$ cat src/hashed_key_value_table_top_assert.svh
// Assertion macros used by the table's controller.
// Each macro expects clk and rst_n to be visible where it is used.
`ifndef HASHED_KEY_VALUE_TABLE_TOP_ASSERT_SVH
`define HASHED_KEY_VALUE_TABLE_TOP_ASSERT_SVH

// The consequent must hold in the same cycle as the antecedent.
`define HKV_ASSERT_SAME(label, ante, cons) \
    label: assert property (@(posedge clk) disable iff (!rst_n) (ante) |-> (cons)) \
        else $error("hkv assertion failed");

// The consequent must hold in the cycle after the antecedent.
`define HKV_ASSERT_NEXT(label, ante, cons) \
    label: assert property (@(posedge clk) disable iff (!rst_n) (ante) |=> (cons)) \
        else $error("hkv assertion failed");

`endif

$ cat src/hkv_pkg.sv
`default_nettype none

package hkv_pkg;

    localparam logic [63:0] HashInit    = 64'd37;
    localparam logic [63:0] HashMul     = 64'd54059;
    localparam logic [63:0] HashCharMul = 64'd76963;
    localparam int          CountMax    = 63;

    typedef enum logic [1:0] {
        CMD_INSERT = 2'd0,
        CMD_ERASE  = 2'd1,
        CMD_LOOKUP = 2'd2,
        CMD_COUNT  = 2'd3
    } cmd_t;

    typedef enum logic [1:0] {
        ST_EXISTING  = 2'd0,
        ST_ADDED     = 2'd1,
        ST_FULL      = 2'd2,
        ST_NOT_FOUND = 2'd3
    } status_t;

    // Commands from the controller to the datapath.
    typedef struct packed {
        logic take;    // an input word is accepted this cycle
        logic clear;   // clearing sweep writes one hash entry
        logic scan;    // scan reads one hash entry
        logic fetch;   // read the value of the matched entry
        logic act;     // update the table and load the result
    } hkv_cmd_t;

    // Status from the datapath to the controller.
    typedef struct packed {
        logic sweep_last;  // the sweep counter points at the last entry
        logic read_busy;   // a hash read is still being compared
    } hkv_stat_t;

endpackage

`default_nettype wire

$ cat src/hkv_ctrl.sv
`default_nettype none

module hkv_ctrl (
    input  wire logic              clk,
    input  wire logic              rst_n,
    input  wire logic              in_valid,
    output logic                   in_ready,
    input  wire logic              key_last,
    output logic                   out_valid,
    input  wire logic              out_ready,
    input  wire hkv_pkg::hkv_stat_t stat,
    output hkv_pkg::hkv_cmd_t      ctl
);

    `include "hashed_key_value_table_top_assert.svh"

    typedef enum logic [5:0] {
        S_CLEAR = 6'b000001,
        S_IDLE  = 6'b000010,
        S_SCAN  = 6'b000100,
        S_DRAIN = 6'b001000,
        S_FETCH = 6'b010000,
        S_ACT   = 6'b100000
    } state_t;

    state_t state_reg;
    state_t state_next;
    logic   out_valid_reg;
    logic   out_valid_next;

    always_comb
    begin
        state_next = state_reg;
        ctl        = '0;
        in_ready   = 1'b0;
        case (state_reg)
            S_CLEAR:
            begin
                ctl.clear = 1'b1;
                if (stat.sweep_last)
                begin
                    state_next = S_IDLE;
                end
            end
            S_IDLE:
            begin
                in_ready = 1'b1;
                if (in_valid)
                begin
                    ctl.take = 1'b1;
                    if (key_last)
                    begin
                        state_next = S_SCAN;
                    end
                end
            end
            S_SCAN:
            begin
                ctl.scan = 1'b1;
                if (stat.sweep_last)
                begin
                    state_next = S_DRAIN;
                end
            end
            S_DRAIN:
            begin
                state_next = S_FETCH;
            end
            S_FETCH:
            begin
                ctl.fetch  = 1'b1;
                state_next = S_ACT;
            end
            S_ACT:
            begin
                // Hold the command until the previous result has gone.
                if (!out_valid_reg || out_ready)
                begin
                    ctl.act    = 1'b1;
                    state_next = S_IDLE;
                end
            end
            default:
            begin
                state_next = S_IDLE;
            end
        endcase
    end

    always_comb
    begin
        out_valid_next = out_valid_reg;
        if (ctl.act)
        begin
            out_valid_next = 1'b1;
        end
        else if (out_ready)
        begin
            out_valid_next = 1'b0;
        end
    end

    always_ff @(posedge clk or negedge rst_n)
    begin
        if (!rst_n)
        begin
            state_reg     <= S_CLEAR;
            out_valid_reg <= 1'b0;
        end
        else
        begin
            state_reg     <= state_next;
            out_valid_reg <= out_valid_next;
        end
    end

    assign out_valid = out_valid_reg;

    `HKV_ASSERT_SAME(a_no_result_overwrite, ctl.act, !out_valid_reg || out_ready)
    `HKV_ASSERT_NEXT(a_busy_after_last, in_valid && in_ready && key_last, !in_ready)
    `HKV_ASSERT_NEXT(a_scan_to_drain, state_reg == S_SCAN && stat.sweep_last,
                     state_reg == S_DRAIN)
    `HKV_ASSERT_SAME(a_fetch_after_compare, ctl.fetch, !stat.read_busy)

endmodule

`default_nettype wire

$ cat config.mk
export PLATFORM = sky130hd
export DESIGN_NAME = hkv_ctrl
export DESIGN_NICKNAME = d
export VERILOG_FILES = /design/src/hkv_pkg.sv /design/src/hkv_ctrl.sv
export VERILOG_INCLUDE_DIRS = /design/src /design/src/src
export SDC_FILE = /design/constraint.sdc
export NUM_CORES = 1
export LEC_CHECK = 0
export BUFFER_PORTS_ARGS = -buffer_cell sky130_fd_sc_hd__buf_2
export CAP_MARGIN = 20
export CORE_AREA = 5 5 42 44
export CTS_CLUSTER_DIAMETER = 40
export DETAILED_ROUTE_END_ITERATION = 10
export DIE_AREA = 0 0 47 49
export GPL_TIMING_DRIVEN = 0
export PLACE_DENSITY_LB_ADDON = 0.1
export SKIP_CTS_REPAIR_TIMING = 1
export SLEW_MARGIN = 20
export SYNTH_ARGS = -nofsm -noshare
export SYNTH_HDL_FRONTEND = slang
export SYNTH_SLANG_ARGS = --single-unit
$ cat constraint.sdc
create_clock -name clk -period 4.05 [get_ports clk]
set_input_delay 0.81 -clock clk [delete_from_list [all_inputs] [get_ports clk]]
set_output_delay 0.81 -clock clk [all_outputs]
set_load 0.03 [all_outputs]
==> results.yml <==
cells_and_area:
  area_growth_syn_to_layout_pct: 24.0
  largest_reg_flops: 6
  num_antenna_cells: 0
  regArea_um2: 176
  final_layout_size_suffix_gt1_share_pct: 41.0
  n_fill_cell: 157
  fin_nets: 69
  instances_no_fill: 77
  multi_input_area_um2: 235
synthesis:
  synthesis.nets: 52
  synth-edff-count: 0
  synth-async-reset-ratio_pct: 100
  syn_area_um2: 443
  synth.largest_area_cell: "dfrtp_1"
  synthTopCellsByCount: "dfrtp_1, inv_1, nand3_1, nor2_1, nor2b_1"
  synth-main-ff-cell: "dfrtp_1"
  synth_top_area_share_pct: 33.9
  synth-warning-count: 0
  ys_seq_elements: 7
  synthCells: 45
  synth_seq_area_share_pct: 39.8
  ys_types: 25
  syn_area_per_cell_um2: 9.84
  synth.most_common_cell: "dfrtp_1"
  synthTopCellsByArea: "dfrtp_1, dfstp_2, nor4_2"
floorplanning:
  ios: 14
  start_util_pct: 31.6
  die_height_um: 49
  core_area_mm2: 0.00140
  die_width_um: 47
  die_area_mm2: 0.00230
  rows: 14
timing:
  setup_viol: 0
  worstMarginPinSlew_ns: 0.351
  fin_crit_sh_pct: 61.7
  setup_tns_ns: 0
  fin_crit_ns: 2.50
  slew_headroom_pct: 76.4
  finalHoldViolCount: 0
  finalMaxSlewViolations: 0
  rsz0062_at_grt: "no"
  fin_skew_ns: 0.00439
  fmax_mhz: 400
grt:
  grtUsageMet2_pct: 12.9
  grt_max_degree: 9
  grtUsageMet3_pct: 6.64
  antenna_found_initial: 0
  grt_pass1_wl_um: 1610
  grt_busiest_layer: "met2"
  grt_pass1_vias: 369
  gr-usage-met1_pct: 12.8
  grt_overflow: 0
  track_usage_pct: 9.78
routing:
  drcViolationCount: 0
  drt_wl_total_um: 878
  postRouteAntennaNets: 0
  drt_iter0_markers: 1
  routed_via_density: 4.91
  vias: 378
  firstDrtPassIters: 2
  routedWlPerCell_um: 11.4
status:
  run_status: "finished, final reports clean"
hold_path:
  hp-class: "primary input to asynchronous set/reset pin"
power:
  power_frac_seq_pct: 29.3
  ir_drop_mv: 0.283
  switching_share_pct: 43.7
  power.switching_uw: 165
  powerDensity_mw_per_mm2: 687
  power_leakage_nw: 0.301
  intPower_uw: 212
  comb_power_share_pct: 54.4
  pwr-share-clk_pct: 16.3
clock_tree:
  clk_latency_ns: 0.25
  cts_sinks: 7
  cts_made_buffers: 3
  cts_root_buf: "clkbuf_4"
  cts_tree: "yes"
  clock_path_buffers: 2
  h-tree-depth: 1
  path_clk_slew_ns: 0.05
critical_path:
  criticalPathCategory: "flip-flop to output pin"
  rr_startpoint: "state_reg[2]"
  reg2reg_depth: 5
  ff2ff_setup_slack_ns: 2.59
  critPathArrivalTime_ns: 1.69
  r2r-end: "state_reg[1]"
  cp-end-kind: "output pin"
  path_max_fanout: 8
  required_ns: 3.24
  critPathLaunchType: "flip-flop"
place:
  dpl.cell_count: 73
  io_buffers: 12
  place_congestion: 0.668
job:
  maxCapViolCount: 0
==> stage by stage <==
stage	total power [mW]	utilization, %	area [µm²]	setup WS (ns)	hold WS, ns
2_1_floorplan	0.273	-	443	1.91	0.514
4_1_cts	0.383	39.2	549	1.54	0.375
6_report	0.377	39.2	549	1.55	0.379
3_3_place_gp	0.318	37.3	523	1.79	0.639
5_1_grt	0.414	39.2	549	1.41	0.378
3_5_place_dp	0.317	37.3	523	1.79	0.629
==> power groups by stage <==
stage / Clock (mW) / Combinational (mW) / Sequential (mW)
floorplan: 0 / 0.167 / 0.106
global placement: 0 / 0.207 / 0.111
detailed placement: 0 / 0.206 / 0.111
CTS: 0.0656 / 0.208 / 0.110
global route: 0.0714 / 0.230 / 0.113
finish: 0.0615 / 0.205 / 0.111
==> logic make-up after synthesis <==
group                  Yosys count  synth area share [%]
AO/OA/AOI/OAI                    5                  8.47
buffers and inverters            6                  7.06
XOR/XNOR                         2                  3.96
flip-flops                       7                  39.8
AND/OR/NAND/NOR                 25                  40.7
==> layout make-up <==
| cell class | count | share of cell area (%) |
|---|---|---|
| Sequential cell | 7 | 32.1 |
| Buffer | 3 | 3.64 |
| Timing Repair Buffer | 12 | 10.9 |
| Inverter | 3 | 2.05 |
| Tap cell | 16 | 3.64 |
| Multi-Input combinational cell | 32 | 42.8 |
| Clock buffer | 4 | 4.78 |
==> critical path, stage by stage (launching register included) <==
cell	delay, ns
dfrtp_1	0.47
or4_4	0.55
nand3b_4	0.18
inv_1	0.06
buf_2	0.18
==> cell usage in the layout (no fill, tap or decap) <==
master,count
a211oi_1,1
and3_1,1
and3b_1,1
and3b_2,1
buf_2,13
buf_4,2
clkbuf_1,1
clkbuf_4,3
dfrtp_1,6
dfstp_2,1
inv_1,3
nand2_1,2
nand2b_1,2
nand3_1,3
nand3b_1,2
nand3b_4,1
nand4b_1,1
nor2_1,3
nor2b_1,3
nor3_1,2
nor4_2,2
o211ai_1,1
o21ai_0,1
o21ai_1,1
o22ai_2,1
or4_4,1
xor2_1,2
==> layer usage <==
metal  share of wire [%]  vias up
met2                  44       15
met5                   0        -
met1                  46      171
li1                    -      192
met3                 9.8        0
met4                   0        0
==> worst max path at each step <==
stage	from	endpoint	depth (start not counted)
after floorplan	state_reg[5]	ctl[2]	3
after global placement	out_ready	ctl[0]	5
after detailed placement	out_ready	ctl[0]	5
after CTS	state_reg[4]	ctl[2]	4
after global routing	state_reg[2]	ctl[0]	6
final	state_reg[4]	ctl[2]	4
No activity file was read; power rests on OpenSTA's default activity.
